--- src/nmsc_pkg.sv ---
// ----------------------------------------------------------------------------
// nmsc_pkg
// Shared types, character codes and helpers for the sentence checker.
// ----------------------------------------------------------------------------
`default_nettype none

package nmsc_pkg;

  localparam logic [7:0] CH_CR     = 8'h0D;
  localparam logic [7:0] CH_LF     = 8'h0A;
  localparam logic [7:0] CH_DOLLAR = 8'h24;
  localparam logic [7:0] CH_STAR   = 8'h2A;
  localparam logic [7:0] CH_COMMA  = 8'h2C;
  localparam logic [7:0] CH_A      = 8'h41;
  localparam logic [7:0] CH_ZERO   = 8'h30;
  localparam logic [7:0] CH_NINE   = 8'h39;
  localparam logic [7:0] CH_LOW    = 8'd32;
  localparam logic [7:0] CH_HIGH   = 8'd126;

  localparam logic [7:0]  MIN_LINE = 8'd9;
  localparam logic [23:0] TAIL_RMC = 24'h524D43;
  localparam logic [23:0] TAIL_GGA = 24'h474741;

  // comma counts needed before a type is recognized
  localparam logic [3:0] RMC_COMMAS = 4'd9;
  localparam logic [3:0] GGA_COMMAS = 4'd7;

  // the three fields that matter
  localparam logic [3:0] FLD_TYPE   = 4'd0;
  localparam logic [3:0] FLD_STATUS = 4'd2;
  localparam logic [3:0] FLD_SATS   = 4'd7;

  typedef enum logic [2:0] {
    ST_OK       = 3'd0,
    ST_SHORT    = 3'd1,
    ST_NO_STAR  = 3'd2,
    ST_BAD_HEX  = 3'd3,
    ST_MISMATCH = 3'd4
  } status_e;

  typedef enum logic [1:0] {
    KIND_OTHER = 2'd0,
    KIND_RMC   = 2'd1,
    KIND_GGA   = 2'd2
  } kind_e;

  typedef enum logic [1:0] {
    SF_EMPTY = 2'd0,
    SF_IS_A  = 2'd1,
    SF_OTHER = 2'd2
  } stat_fld_e;

  typedef struct packed {
    status_e     status;
    kind_e       kind;
    logic        fix;
    logic [7:0]  sats;
  } result_t;

  // bit 4 set when the character is not a hex digit
  function automatic logic [4:0] hex_value(input logic [7:0] b);
    logic [4:0] v;
    v = 5'h10;
    if (b >= 8'h30 && b <= 8'h39) begin
      v = {1'b0, 4'(b - 8'h30)};
    end else if (b >= 8'h41 && b <= 8'h46) begin
      v = {1'b0, 4'(b - 8'h37)};
    end else if (b >= 8'h61 && b <= 8'h66) begin
      v = {1'b0, 4'(b - 8'h57)};
    end
    return v;
  endfunction

endpackage

`default_nettype wire

--- src/nmsc_line_parser.sv ---
// ----------------------------------------------------------------------------
// nmsc_line_parser
// Per-byte line state update and end-of-line judgement, one byte per cycle while step_i is high.
// ----------------------------------------------------------------------------
`default_nettype none

module nmsc_line_parser #(
  parameter int MAX_LINE = 128
) (
  input  wire logic             clk_i,
  input  wire logic             rst_ni,
  input  wire logic             step_i,
  input  wire logic [7:0]       byte_i,
  output logic                  emit_o,
  output nmsc_pkg::result_t     res_o
);

  localparam logic [7:0] MaxLen = 8'(MAX_LINE);

  logic [7:0]          len_q, len_d;
  logic                dollar_q, dollar_d;
  logic [7:0]          parity_q, parity_d;
  logic                star_q, star_d;
  logic [1:0]          after_q, after_d;
  logic [7:0]          cks_q, cks_d;
  logic                hexbad_q, hexbad_d;
  logic [3:0]          comma_q, comma_d;
  logic [23:0]         tail_q, tail_d;
  logic [1:0]          tlen_q, tlen_d;
  nmsc_pkg::stat_fld_e sf_q, sf_d;
  logic [7:0]          cf_val_q, cf_val_d;
  logic                cf_ne_q, cf_ne_d;
  logic                cf_end_q, cf_end_d;
  logic                fix_q, fix_d;
  logic [7:0]          sats_q, sats_d;

  logic                is_eol;
  logic                is_print;
  logic                is_digit;
  logic                line_clr;
  logic [4:0]          hex_v;
  logic [11:0]         cf_next;
  nmsc_pkg::status_e   status;
  nmsc_pkg::kind_e     kind;

  assign is_eol   = (byte_i == nmsc_pkg::CH_CR) || (byte_i == nmsc_pkg::CH_LF);
  assign is_print = (byte_i >= nmsc_pkg::CH_LOW) && (byte_i <= nmsc_pkg::CH_HIGH);
  assign is_digit = (byte_i >= nmsc_pkg::CH_ZERO) && (byte_i <= nmsc_pkg::CH_NINE);
  assign hex_v    = nmsc_pkg::hex_value(byte_i);
  assign cf_next  = 12'(cf_val_q) * 12'd10 + 12'(byte_i[3:0]);

  // verdict on the line held so far
  always_comb begin
    if (len_q < nmsc_pkg::MIN_LINE || !dollar_q) begin
      status = nmsc_pkg::ST_SHORT;
    end else if (!star_q || after_q < 2'd2) begin
      status = nmsc_pkg::ST_NO_STAR;
    end else if (hexbad_q) begin
      status = nmsc_pkg::ST_BAD_HEX;
    end else if (parity_q != cks_q) begin
      status = nmsc_pkg::ST_MISMATCH;
    end else begin
      status = nmsc_pkg::ST_OK;
    end
  end

  always_comb begin
    len_d    = len_q;
    dollar_d = dollar_q;
    parity_d = parity_q;
    star_d   = star_q;
    after_d  = after_q;
    cks_d    = cks_q;
    hexbad_d = hexbad_q;
    comma_d  = comma_q;
    tail_d   = tail_q;
    tlen_d   = tlen_q;
    sf_d     = sf_q;
    cf_val_d = cf_val_q;
    cf_ne_d  = cf_ne_q;
    cf_end_d = cf_end_q;
    fix_d    = fix_q;
    sats_d   = sats_q;
    emit_o   = 1'b0;
    line_clr = 1'b0;
    kind     = nmsc_pkg::KIND_OTHER;

    if (is_eol) begin
      if (len_q != 8'd0) begin
        emit_o   = 1'b1;
        line_clr = 1'b1;
        if (status == nmsc_pkg::ST_OK && tlen_q == 2'd3) begin
          if (tail_q == nmsc_pkg::TAIL_RMC && comma_q >= nmsc_pkg::RMC_COMMAS) begin
            kind  = nmsc_pkg::KIND_RMC;
            fix_d = (sf_q == nmsc_pkg::SF_IS_A);
          end else if (tail_q == nmsc_pkg::TAIL_GGA &&
                       comma_q >= nmsc_pkg::GGA_COMMAS) begin
            kind = nmsc_pkg::KIND_GGA;
            if (cf_ne_q) begin
              sats_d = cf_val_q;
            end
          end
        end
      end
    end else if (is_print) begin
      if (len_q >= MaxLen) begin
        // overlong line is thrown away along with this byte
        line_clr = 1'b1;
      end else begin
        len_d = len_q + 8'd1;
        if (len_q == 8'd0) begin
          dollar_d = (byte_i == nmsc_pkg::CH_DOLLAR);
        end else if (!star_q) begin
          if (byte_i == nmsc_pkg::CH_STAR) begin
            star_d = 1'b1;
          end else begin
            parity_d = parity_q ^ byte_i;
            if (byte_i == nmsc_pkg::CH_COMMA) begin
              if (comma_q != 4'hF) begin
                comma_d = comma_q + 4'd1;
              end
            end else if (comma_q == nmsc_pkg::FLD_TYPE) begin
              tail_d = {tail_q[15:0], byte_i};
              if (tlen_q != 2'd3) begin
                tlen_d = tlen_q + 2'd1;
              end
            end else if (comma_q == nmsc_pkg::FLD_STATUS) begin
              sf_d = (sf_q == nmsc_pkg::SF_EMPTY && byte_i == nmsc_pkg::CH_A) ?
                     nmsc_pkg::SF_IS_A : nmsc_pkg::SF_OTHER;
            end else if (comma_q == nmsc_pkg::FLD_SATS) begin
              cf_ne_d = 1'b1;
              if (!cf_end_q && is_digit) begin
                cf_val_d = (cf_next > 12'd255) ? 8'hFF : cf_next[7:0];
              end else begin
                cf_end_d = 1'b1;
              end
            end
          end
        end else if (after_q < 2'd2) begin
          if (hex_v[4]) begin
            hexbad_d = 1'b1;
          end else begin
            cks_d = {cks_q[3:0], hex_v[3:0]};
          end
          after_d = after_q + 2'd1;
        end
      end
    end

    if (line_clr) begin
      len_d    = '0;
      dollar_d = 1'b0;
      parity_d = '0;
      star_d   = 1'b0;
      after_d  = '0;
      cks_d    = '0;
      hexbad_d = 1'b0;
      comma_d  = '0;
      tail_d   = '0;
      tlen_d   = '0;
      sf_d     = nmsc_pkg::SF_EMPTY;
      cf_val_d = '0;
      cf_ne_d  = 1'b0;
      cf_end_d = 1'b0;
    end
  end

  assign res_o.status = status;
  assign res_o.kind   = kind;
  assign res_o.fix    = fix_d;
  assign res_o.sats   = sats_d;

  always_ff @(posedge clk_i or negedge rst_ni) begin
    if (!rst_ni) begin
      len_q    <= '0;
      dollar_q <= 1'b0;
      parity_q <= '0;
      star_q   <= 1'b0;
      after_q  <= '0;
      cks_q    <= '0;
      hexbad_q <= 1'b0;
      comma_q  <= '0;
      tail_q   <= '0;
      tlen_q   <= '0;
      sf_q     <= nmsc_pkg::SF_EMPTY;
      cf_val_q <= '0;
      cf_ne_q  <= 1'b0;
      cf_end_q <= 1'b0;
      fix_q    <= 1'b0;
      sats_q   <= '0;
    end else if (step_i) begin
      len_q    <= len_d;
      dollar_q <= dollar_d;
      parity_q <= parity_d;
      star_q   <= star_d;
      after_q  <= after_d;
      cks_q    <= cks_d;
      hexbad_q <= hexbad_d;
      comma_q  <= comma_d;
      tail_q   <= tail_d;
      tlen_q   <= tlen_d;
      sf_q     <= sf_d;
      cf_val_q <= cf_val_d;
      cf_ne_q  <= cf_ne_d;
      cf_end_q <= cf_end_d;
      fix_q    <= fix_d;
      sats_q   <= sats_d;
    end
  end

endmodule

`default_nettype wire

--- config.mk ---
export PLATFORM = sky130hd
export DESIGN_NAME = nmsc_line_parser
export DESIGN_NICKNAME = d
export VERILOG_FILES = /design/src/nmsc_pkg.sv /design/src/nmsc_line_parser.sv
export SDC_FILE = /design/constraint.sdc
export NUM_CORES = 1
export LEC_CHECK = 0
export ABC_AREA = 1
export BUFFER_PORTS_ARGS = -buffer_cell sky130_fd_sc_hd__clkbuf_2
export CAP_MARGIN = 15
export CORE_MARGIN = 5
export CORE_UTILIZATION = 45
export DETAILED_ROUTE_END_ITERATION = 8
export PLACE_DENSITY = 0.6
export SLEW_MARGIN = 20
export SYNTH_ARGS = -nofsm -noshare
export SYNTH_HDL_FRONTEND = slang
export SYNTH_SLANG_ARGS = --single-unit
--- constraint.sdc ---
create_clock -name clk_i -period 3.6 [get_ports clk_i]
set_input_delay 0.72 -clock clk_i [delete_from_list [all_inputs] [get_ports clk_i]]
set_output_delay 0.72 -clock clk_i [all_outputs]
set_load 0.02 [all_outputs]
==> out/metrics.yaml, run 1 <==
global_route:
  grt.total_usage: 0.197
  overflow: 0
  grt_pass1_vias: 4744
  antenna_found_initial: 0
  grt_max_degree: 81
  grt_pass1_wl_um: 23100
floorplanning:
  die_area_um2: 14300
  pin_count: 26
  start_util: 0.454
  coreArea_um2: 11900
  die_h_um: 120
  fp.dieW_um: 120
  row_count: 40
timing:
  clock_skew_ns: 0.0108
  period_needed_ns: 3.34
  setup_ws_ns: 0.260
  maxSlewViolCount: 0
  worst_slew_pin_slew_ns: 0.732
  tns_ns: 0
  max_slew_margin: 0.512
  max_freq_ghz: 0.299
  setup_viol: 0
  whs_ns: 0.415
  hold_violations: 0
  rsz0062_at_grt: "no"
  layout_worst_path_cycle_share: 0.928
worst_setup_path:
  r2r-end: "tail_q[16]$_DFFE_PN0P_"
  rrSetupSlack_ns: 0.88
  cp.required_ns: 2.88
  reg2reg_depth: 13
  worst_setup_path_start_kind: "input pin"
  critPathMaxFanout: 8
  cp.arrival_ns: 2.62
  crit_type: "in -> out"
  r2r-start: "len_q[0]$_DFFE_PN0P_"
  end_kind: "primary output"
synth:
  syn_inst: 754
  synth-seq-cells: 80
  synth_seq_area_share: 0.370
  synth_area_leaders: "dfrtp_1, nand2_1, nand3_1, ha_1, inv_1"
  synth_cell_type_count: 38
  syn-num-nets: 794
  netlist_area_um2: 5410
  avgSynthCellArea_um2: 7.17
  synth_top_area_share: 0.370
  synth_largest_area_cell: "dfrtp_1"
  yosys_warnings: 0
place:
  post_dp_cell_area_um2: 5620
  pre_cts_slack_ns: 0.158
  dp_hpwl_um: 9890
  globalplace.congestion: 0.928
  io_buffers: 25
pwr:
  clkPwrFrac: 0.208
  swShare: 0.431
  power_switching_uw: 1810
  comb_power_share: 0.418
  ir_drop_mv: 0.393
  intPower_uw: 2380
  p_per_area_nw_per_um2: 707
  leakage_uw: 0.00308
  seqPwrFrac: 0.374
cells_and_area:
  fin_area_um2: 5920
  drive_above_1_share: 0.0974
  nNetsFinal: 815
  syn_to_final_growth_pct: 9.51
  n_antenna_cell: 0
  fin_util: 0.497
cts:
  cts.sinks: 80
  clock_latency_ns: 0.35
  h-tree-depth: 3
  tritoncts: "yes"
  cts_buffer_depth: 2
  cts_setup_buffers: 0
  clk_pin_slew_ns: 0.07
  hold_buffers: 0
  clock-root-buffer: "clkbuf_16"
  cts_buffers: 9
routing:
  drc: 0
  vias: 4878
  wirelength_um: 13300
  ant_nets: 0
  wl_per_cell_um: 14.4
  routed_via_density: 5.26
  drt_iter0_markers: 496
  first_pass_iters: 5
outcome:
  status: "finished, final reports clean"
run:
  drv_cap: 0
hold_path:
  hold_path_class: "in -> async"
==> cell usage in the layout, fill, tap and decap left out, drive strengths merged <==
cell,netlist,routed
o21ai,34,34
nand2b,1,1
clkinv,1,5
nand3b,11,11
o211ai,1,1
nor4,6,6
nor3,15,15
nor2,70,70
dfrtp,80,80
a21oi,24,24
nand4,36,36
xor2,13,13
buf,18,7
fa,2,2
inv,94,94
nand2,232,232
xnor2,6,6
nor3b,1,1
o21a,1,1
clkinvlp,0,1
and3,3,3
nand3,73,73
clkbuf,3,35
a31oi,1,1
or2,1,1
ha,27,27
==> registers in the layout, indices dropped and copies added (netlist names), 2 cells and up <==
signal and cells:
tail_q 24, cf_val_q 8, cks_q 8, len_q 8
parity_q 8, sats_q 8, comma_q 4, after_q 2
sf_q 2, tlen_q 2
==> power groups by stage <==
stage                     Clock, uW  Sequential, uW  Combinational [uW]
after global placement            0            1560                1700
final                           871            1570                1750
after detailed placement          0            1580                1740
after floorplan                   0            1460                1410
after CTS                       896            1570                1750
after global routing            936            1620                2030
==> worst max-delay path by stage <==
stage,slack [ns],depth (start not counted),end,from
after floorplan,0.56,8,res_o[10],byte_i[1]
after global placement,0.26,13,res_o[0],byte_i[1]
after detailed placement,0.16,13,res_o[7],byte_i[1]
after CTS,0.15,13,res_o[7],byte_i[1]
after global routing,0.05,12,res_o[1],byte_i[1]
final,0.26,12,res_o[3],byte_i[1]
==> critical path, stage by stage <==
cell	delay, ns
clkbuf_2	0.15
inv_1	0.17
ha_1	0.22
nand3_1	0.10
a21oi_2	0.17
nand2_2	0.11
nor2_1	0.16
nand4_1	0.33
nand2_1	0.20
nand2_1	0.08
inv_1	0.05
clkbuf_2	0.16
==> cell usage after synthesis <==
library cell	instances
nand2_1	227
inv_1	88
dfrtp_1	80
nand3_1	69
nor2_1	61
nand4_1	35
ha_1	27
o21ai_0	26
a21oi_1	23
nor3_1	14
xor2_1	13
nand3b_1	11
buf_4	8
buf_2	7
o21ai_1	7
inv_2	6
nor2_2	6
nor4_1	6
xnor2_1	6
nand2_2	4
nand3_2	4
and3_1	3
buf_6	3
clkbuf_1	3
nor2_4	3
fa_1	2
a21oi_2	1
a31oi_1	1
clkinv_1	1
nand2_4	1
nand2b_1	1
nand4_2	1
nor3_2	1
nor3b_1	1
o211ai_1	1
o21a_1	1
o21ai_2	1
or2_2	1
==> what timing repair did <==
item | in CTS | in global routing
endpoints found under the setup margin | 0 | 8
gates resized for setup | 0 | 2
hold endpoints to repair | 0 | 0
==> stage by stage <==
step,std cells,total power (uW)
CTS,927,4210
finish,927,4190
global placement,911,3260
floorplan,754,2880
global route,927,4590
detailed placement,911,3320
==> layer usage <==
| metal | vias to the layer above | wire [um] | share of wire | track usage |
|---|---|---|---|---|
| li1 | 2486 | - | - | - |
| met1 | 2288 | 6380 | 0.48 | 0.267 |
| met2 | 89 | 6320 | 0.47 | 0.317 |
| met3 | 15 | 421 | 0.032 | 0.0429 |
| met4 | 0 | 219 | 0.016 | 0.0580 |
| met5 | - | 0 | 0 | 0 |
==> cell type report <==
| cell class | instances | area (um2) |
|---|---|---|
| clock buffers | 11 | 243 |
| multi-input cells | 558 | 2920 |
| fillers | 1220 | 5990 |
| well taps | 147 | 184 |
| repair buffers | 31 | 176 |
| flip-flops and latches | 80 | 2000 |
| inverters | 95 | 357 |
| clock inverters | 5 | 42.5 |
==> cell families after synthesis <==
kind of cell               share of synthesized area
and+or+nand+nor                                0.378
buffers and inverters                         0.0919
DFF                                            0.370
AOI/OAI and AO/OA                             0.0590
adders and majority gates                     0.0699
xor gates and xnor gates                      0.0308
Power figures use the tool's default switching activity.
==> run 2, diff against run 1 <==
--- a/config.mk
+++ b/config.mk
@@ -12,7 +12,7 @@
 export CORE_UTILIZATION = 45
 export DETAILED_ROUTE_END_ITERATION = 8
 export PLACE_DENSITY = 0.6
-export SLEW_MARGIN = 20
+export REMOVE_ABC_BUFFERS = 1
 export SYNTH_ARGS = -nofsm -noshare
 export SYNTH_HDL_FRONTEND = slang
 export SYNTH_SLANG_ARGS = --single-unit
==> run 2 against run 1 <==
Global-route usage up 0.29 points. Maximum frequency down 0.38%. Via count up 1.6%. Non-clock buffer count up 5. Total power up 1.9%. Critical endpoint is now res_o[0]. Largest cell class unchanged.
==> out/metrics.yaml, run 2 (synthesized netlist as in run 1, its figures left out) <==
pwr:
  ir_drop_mv: 0.316
  swShare: 0.425
  power_switching_uw: 1810
  comb_power_share: 0.409
  power.total_uw: 4270
  leakage_uw: 0.00310
  intPower_uw: 2450
  seqPwrFrac: 0.369
  clkPwrFrac: 0.223
  p_per_area_nw_per_um2: 715
routing:
  first_pass_iters: 4
  wirelength_um: 13600
  vias: 4958
  wl_per_cell_um: 14.6
  drc: 0
  drt_iter0_markers: 344
  ant_nets: 0
  routed_via_density: 5.32
timing:
  maxSlewViolCount: 0
  layout_worst_path_cycle_share: 0.931
  period_needed_ns: 3.35
  tns_ns: 0
  rsz0062_at_grt: "no"
  clock_skew_ns: 0.0107
  worst_slew_pin_slew_ns: 0.574
  setup_viol: 0
  max_slew_margin: 0.618
  hold_violations: 0
  max_freq_ghz: 0.298
global_route:
  grt_max_degree: 30
  grt_pass1_wl_um: 23300
  overflow: 0
  grt.total_usage: 0.200
  antenna_found_initial: 0
  grt_pass1_vias: 4801
cts:
  cts_buffers: 9
  clock_latency_ns: 0.35
  tritoncts: "yes"
  h-tree-depth: 3
  clk_pin_slew_ns: 0.06
  cts_resized: 0
  cts.sinks: 80
  cts_buffer_depth: 2
  hold_buffers: 0
  clock-root-buffer: "clkbuf_16"
place:
  dp_hpwl_um: 10100
  io_buffers: 25
  dp_cells: 916
  globalplace.congestion: 0.890
worst_setup_path:
  crit_family: "simple AND/OR/NAND/NOR gates"
  crit_chain: "clkbuf_2 > inv_1 > ha_1 > nand3_1 > a21oi_2 > nand2_2 > nor2_1 > nand4_1 > nand2_1 > nand2_1 > inv_1 > clkbuf_2"
  worst_setup_path_start_kind: "input pin"
  crit_type: "in -> out"
  critPathMaxFanout: 8
  cp.required_ns: 2.88
  cp_slowest_cell: "nand4_1"
  r2r-start: "cf_val_q[1]$_DFFE_PN0P_"
  worst-path-buf-inv: 4
  end_kind: "primary output"
  slowest_delay_ns: 0.34
  crit_start: "byte_i[1]"
  cp.arrival_ns: 2.63
hold_path:
  hold_path_class: "in -> async"
cells_and_area:
  drive_above_1_share: 0.103
  largest_reg_flops: 24
  final-instance-count-excl-fill: 932
  largest_register: "tail_q"
  layout_commonest_cell: "nand2_1"
  n_antenna_cell: 0
  nNetsFinal: 820
  syn_to_final_growth_pct: 10.3
  most-common-layout-cells: "nand2_1, inv_1, dfrtp_1"
floorplanning:
  fp.dieW_um: 120
  die_area_um2: 14300
  coreArea_um2: 11900
  start_util: 0.454
  die_h_um: 120
  row_count: 40
  pin_count: 26
run:
  drv_cap: 0
outcome:
  status: "finished, final reports clean"
[run 2: changes by cell type in the layout (fill, tap and decap cells not counted)]
cell	change
nor3_2	+1
clkinvlp_4	-1
buf_6	-1
clkinv_2	+2
nor2_1	+1
nor3_4	-1
inv_6	+2
nor2_2	-1
clkbuf_1	-1
clkinv_4	-3
bufinv_16	+1
buf_4	+6
[run 2: power groups by stage]
stage	clock network, uW	logic (uW)	registers (uW)
2_1_floorplan	0	1370	1470
3_3_place_gp	0	1710	1570
3_5_place_dp	0	1750	1580
4_1_cts	973	1760	1570
5_1_grt	1010	2020	1620
6_report	949	1740	1570
[run 2: what timing repair did]
action	in CTS	in global routing
setup buffers	0	0
hold endpoints to repair	0	0
setup endpoints to repair	0	1
[run 2: through the flow]
stage	hold WS (ns)	worst slack [ns]	area, um2	util
finish	0.277	0.247	5970	0.501
detailed placement	0.463	0.218	5660	0.475
floorplan	0.424	0.408	5270	-
global placement	0.456	0.317	5660	0.475
global route	0.308	0.00209	5970	0.501
CTS	0.291	0.220	5970	0.501
[run 2: worst paths after layout]
path                                      endpoint  slack, ns  cells after the start
max                                       res_o[0]       0.25                     12
min                          sats_q[2]$_DFFE_PN0P_       0.28                      1
max reg2reg                cf_val_q[7]$_DFFE_PN0P_       0.91                     11
min reg2reg                  tail_q[9]$_DFFE_PN0P_       0.48                      2
max in group asynchronous     len_q[7]$_DFFE_PN0P_       2.60                      2
min in group clk_i           tail_q[9]$_DFFE_PN0P_       0.48                      2
[run 2: layout make-up]
class	count	area, um2
sequential	80	2000
multi-input combinational	558	2910
clock inverter	6	66.3
inverter	95	357
clock buffer	10	239
timing repair buffer	36	210
fill	1206	5950
tap	147	184
[run 2: worst register-to-register path: stages (launching register included)]
cell and delay, ns:
dfrtp_1 0.46, ha_1 0.33, ha_1 0.23, fa_1 0.42, nand3_1 0.11, nand2_1 0.07, nor2_1 0.09, nand3_1 0.08
a21oi_1 0.46, nand4_1 0.18, nand2_1 0.12, nand2_1 0.05
[run 2: per-layer routing]
layer / share of wire / wire length (um) / GRT usage / vias to the layer above
met5: 0 / 0 / 0 / -
met4: 0.020 / 273 / 0.0716 / 0
met3: 0.038 / 521 / 0.0320 / 22
met2: 0.47 / 6420 / 0.330 / 78
met1: 0.47 / 6400 / 0.266 / 2356
li1: - / - / - / 2502
